### src/rtl/core/imhu_pkg.sv
`default_nettype none
package imhu_pkg;
  localparam int SLOTS    = 1024;
  localparam int KEY_BITS = 40;
  localparam int IDX_W    = $clog2(SLOTS);
  localparam int SITE_W   = 10;
  localparam int CNT_W    = IDX_W + 1;

  typedef logic [KEY_BITS-1:0] key_t;
  typedef logic [IDX_W-1:0]    idx_t;
  typedef logic [SITE_W-1:0]   site_t;
  typedef logic [CNT_W-1:0]    cnt_t;

  typedef enum logic [1:0] {
    MODE_INSERT = 2'd0,
    MODE_UPDATE = 2'd1,
    MODE_OFFSET = 2'd2,
    MODE_NONE   = 2'd3
  } mode_t;

  // shared comparator request/answer
  typedef struct packed {
    key_t  a_key;
    site_t a_site;
    key_t  b_key;
    site_t b_site;
  } cmp_req_t;

  typedef struct packed {
    logic a_lt;      // key a < key b
    logic a_gt;      // key a > key b
    logic a_before;  // a < b, ties by lower site
  } cmp_rsp_t;
endpackage
`default_nettype wire

### src/rtl/core/imhu_cmp.sv
`default_nettype none
module imhu_cmp (
  input  wire imhu_pkg::cmp_req_t req,
  output imhu_pkg::cmp_rsp_t      rsp
);
  import imhu_pkg::*;

  // magnitude compares plus site tiebreak
  always_comb begin
    rsp.a_lt     = req.a_key < req.b_key;
    rsp.a_gt     = req.a_key > req.b_key;
    rsp.a_before = rsp.a_lt || ((req.a_key == req.b_key) && (req.a_site < req.b_site));
  end
endmodule
`default_nettype wire

### config.mk
export PLATFORM = sky130hd
export DESIGN_NAME = imhu_cmp
export DESIGN_NICKNAME = d
export VERILOG_FILES = /design/src/rtl/core/imhu_pkg.sv /design/src/rtl/core/imhu_cmp.sv
export SDC_FILE = /design/constraint.sdc
export NUM_CORES = 1
export LEC_CHECK = 0
export BUFFER_PORTS_ARGS = -buffer_cell sky130_fd_sc_hd__buf_2
export CORE_MARGIN = 3
export CORE_UTILIZATION = 42
export DETAILED_ROUTE_END_ITERATION = 10
export PLACE_DENSITY = 0.88
export REMOVE_ABC_BUFFERS = 1
export SLEW_MARGIN = 25
export SYNTH_ARGS = -nofsm -noshare
export SYNTH_HDL_FRONTEND = slang
export SYNTH_SLANG_ARGS = --single-unit
export TNS_END_PERCENT = 50
### constraint.sdc
create_clock -name vclk -period 2.1
set_input_delay 0.315 -clock vclk [all_inputs]
set_output_delay 0.315 -clock vclk [all_outputs]
set_load 0.01 [all_outputs]
==> metrics.csv <==
metric,value,unit
P&R area growth vs syn,80.1,%
Lkg Pwr,1.30,nW
total wire length,4460,um
worst path cell trace,buf_2 -> inv_2 -> ha_4 -> and4_4 -> and4bb_4 -> buf_4 -> nand3_2 -> a21oi_2 -> nor3_4 -> a31o_1 -> buf_2,
ANT cells,0,
Cells after Synth,174,
final setup violation count,3,
Die Area,3780,um2
DRC viols,0,
largest net degree at the start of global routing,4,
final worst setup slack,-0.156,ns
wl on met1,1530,um
Top delay family on crit path,simple AND/OR/NAND/NOR gates,
violations in the final reports,negative setup slack,
placed cell count,314,
Synth Cell Area,1290,um2
Avg WL per Cell,14.1,um
drt pass-1 iters,4,
Critical Path AT,1.94,ns
WL met3,437,um
Peak supply drop,132,uV
stages on the worst setup path,11,
YS warnings,0,
initial antenna violation count,0,
slowest CP cell,ha_4,
Row Count,19,
hold crit path type,in -> out,
gr usage total,18.3,%
Nets,437,
Starting DRT DRC Count,48,
core box area,2850,um2
count of clock buffers in the final design,0,
"Seq/Total Area, Yosys",0,%
Final Power,0.456,mW
Initial Util,45.3,%
DR vias/cell,5.18,
crit end category,output pin,
Detail Route Antenna Nets,0,
Seq cells,0,
Max Cap Viol,0,
Critical Path Most Common Cell,buf_2,
post-DP HPWL,3180,um
distinct cell type count after synthesis,26,
first-pass GRT wire length,5510,um
grt ovf,0,
vias in the first global route,1468,
width of the die,61.5,um
worst slew pin tran,0.309,ns
GPL Wtd Cong,0.731,
"Hold-fix buffers, CTS",0,
Final Util,81.6,%
vias,1641,
Final Instance Count excl. Fillers,317,
average cell area after synthesis,7.43,um2
DR top layer,met4,
worst hold path depth,6,
Worst slew margin,79.4,%
crit-path max cell delay,0.27,ns
layout cells sized above 1,57.3,%
RSZ-0062 raised after global routing,yes,
Port-buffer cells,103,
Post-Route Setup TNS,-0.334,ns
Final period util,107,%
Die H,61.5,um
Final min period,2.26,ns
worst path buffer plus inverter count,4,
filler cell count in the final layout,168,
Ports,103,
CP Max Fanout,3,
critical path data required time,1.78,ns
Storage cell area,0,um2
kind of critical path,in -> out,
CP Launch Type,primary input,
Place WS,-0.214,ns
Hold Fails Final Rpt,0,
fin. max-slew vios,0,
met2 wire length,2390,um
Pwr Density,196,nW/um2
status,finished with violations,
Max Fclk,443,MHz
==> timing repair <==
action                     CTS  global route
buffers inserted             2             1
pin swaps                   18            16
gates resized for setup     22            45
setup endpoints to repair    3             3
==> path summary, 6_finish.rpt <==
path | from | slack (ns) | end
min | req[99] | 1.17 | rsp[2]
max | req[29] | -0.16 | rsp[0]
==> per-stage QoR <==
stage | area [um2] | hold WS, ns
2_1_floorplan | 1290 | 0.938
3_3_place_gp | 1890 | 1.18
3_5_place_dp | 1890 | 1.20
4_1_cts | 2040 | 1.20
5_1_grt | 2330 | 1.20
6_report | 2330 | 1.17
==> kinds of logic after synthesis <==
kind of cell,Yosys count,share of synthesized area (%)
and+or+nand+nor,36,19.3
buffers and inverters,51,14.8
AOI/OAI and AO/OA,38,18.5
adders and majority gates,49,47.4
==> cell usage after synthesis <==
| cell | n | share of area (%) |
|---|---|---|
| a21o_1 | 4 | 2.3 |
| a21oi_1 | 19 | 7.4 |
| a21oi_2 | 1 | 0.68 |
| a221oi_1 | 3 | 2.0 |
| a221oi_2 | 1 | 1.2 |
| a31o_1 | 1 | 0.68 |
| and4_1 | 2 | 1.4 |
| and4_4 | 2 | 1.7 |
| and4bb_4 | 1 | 1.3 |
| ha_1 | 49 | 47 |
| inv_1 | 51 | 15 |
| nand2_1 | 12 | 3.5 |
| nand2b_1 | 1 | 0.48 |
| nand3_1 | 5 | 1.9 |
| nand3_2 | 1 | 0.77 |
| nand4_1 | 4 | 1.9 |
| nand4_2 | 2 | 1.9 |
| nor2_1 | 1 | 0.29 |
| nor2b_1 | 1 | 0.48 |
| nor3_1 | 1 | 0.39 |
| nor3_2 | 2 | 1.5 |
| nor4_4 | 1 | 1.6 |
| o211ai_1 | 1 | 0.58 |
| o21ai_0 | 5 | 1.9 |
| o21ai_1 | 2 | 0.77 |
| o22ai_2 | 1 | 0.97 |
==> cell type report <==
cell class	count	area [um2]	share of cell area [%]
Timing Repair Buffer	112	708	30.4
Inverter	51	196	8.44
Tap cell	31	38.8	1.67
Multi-Input combinational cell	123	1380	59.5
==> power breakdown <==
part | switching [mW] | leakage, nW | internal [mW]
logic | 0.203 | 1.30 | 0.253
clock network | 0 | 0 | 0
registers | 0 | 0 | 0
==> layer usage <==
layer	up-vias	GRT usage, %
li1	828	-
met5	-	0
met4	0	1.21
met3	12	2.73
met1	714	19.0
met2	87	39.1
==> placed cells by master (no fill, tap or decap), types with 3 or more instances in the layout <==
cell and n:
buf_6 20, nand3_1 5, nand4_1 4, ha_1 29, nand2_1 12, ha_4 20, buf_4 9, buf_2 83
a21o_1 4, inv_1 35, o21ai_0 4, a21oi_1 17, a21oi_2 3, inv_2 14
No activity file was read; power rests on OpenSTA's default activity.
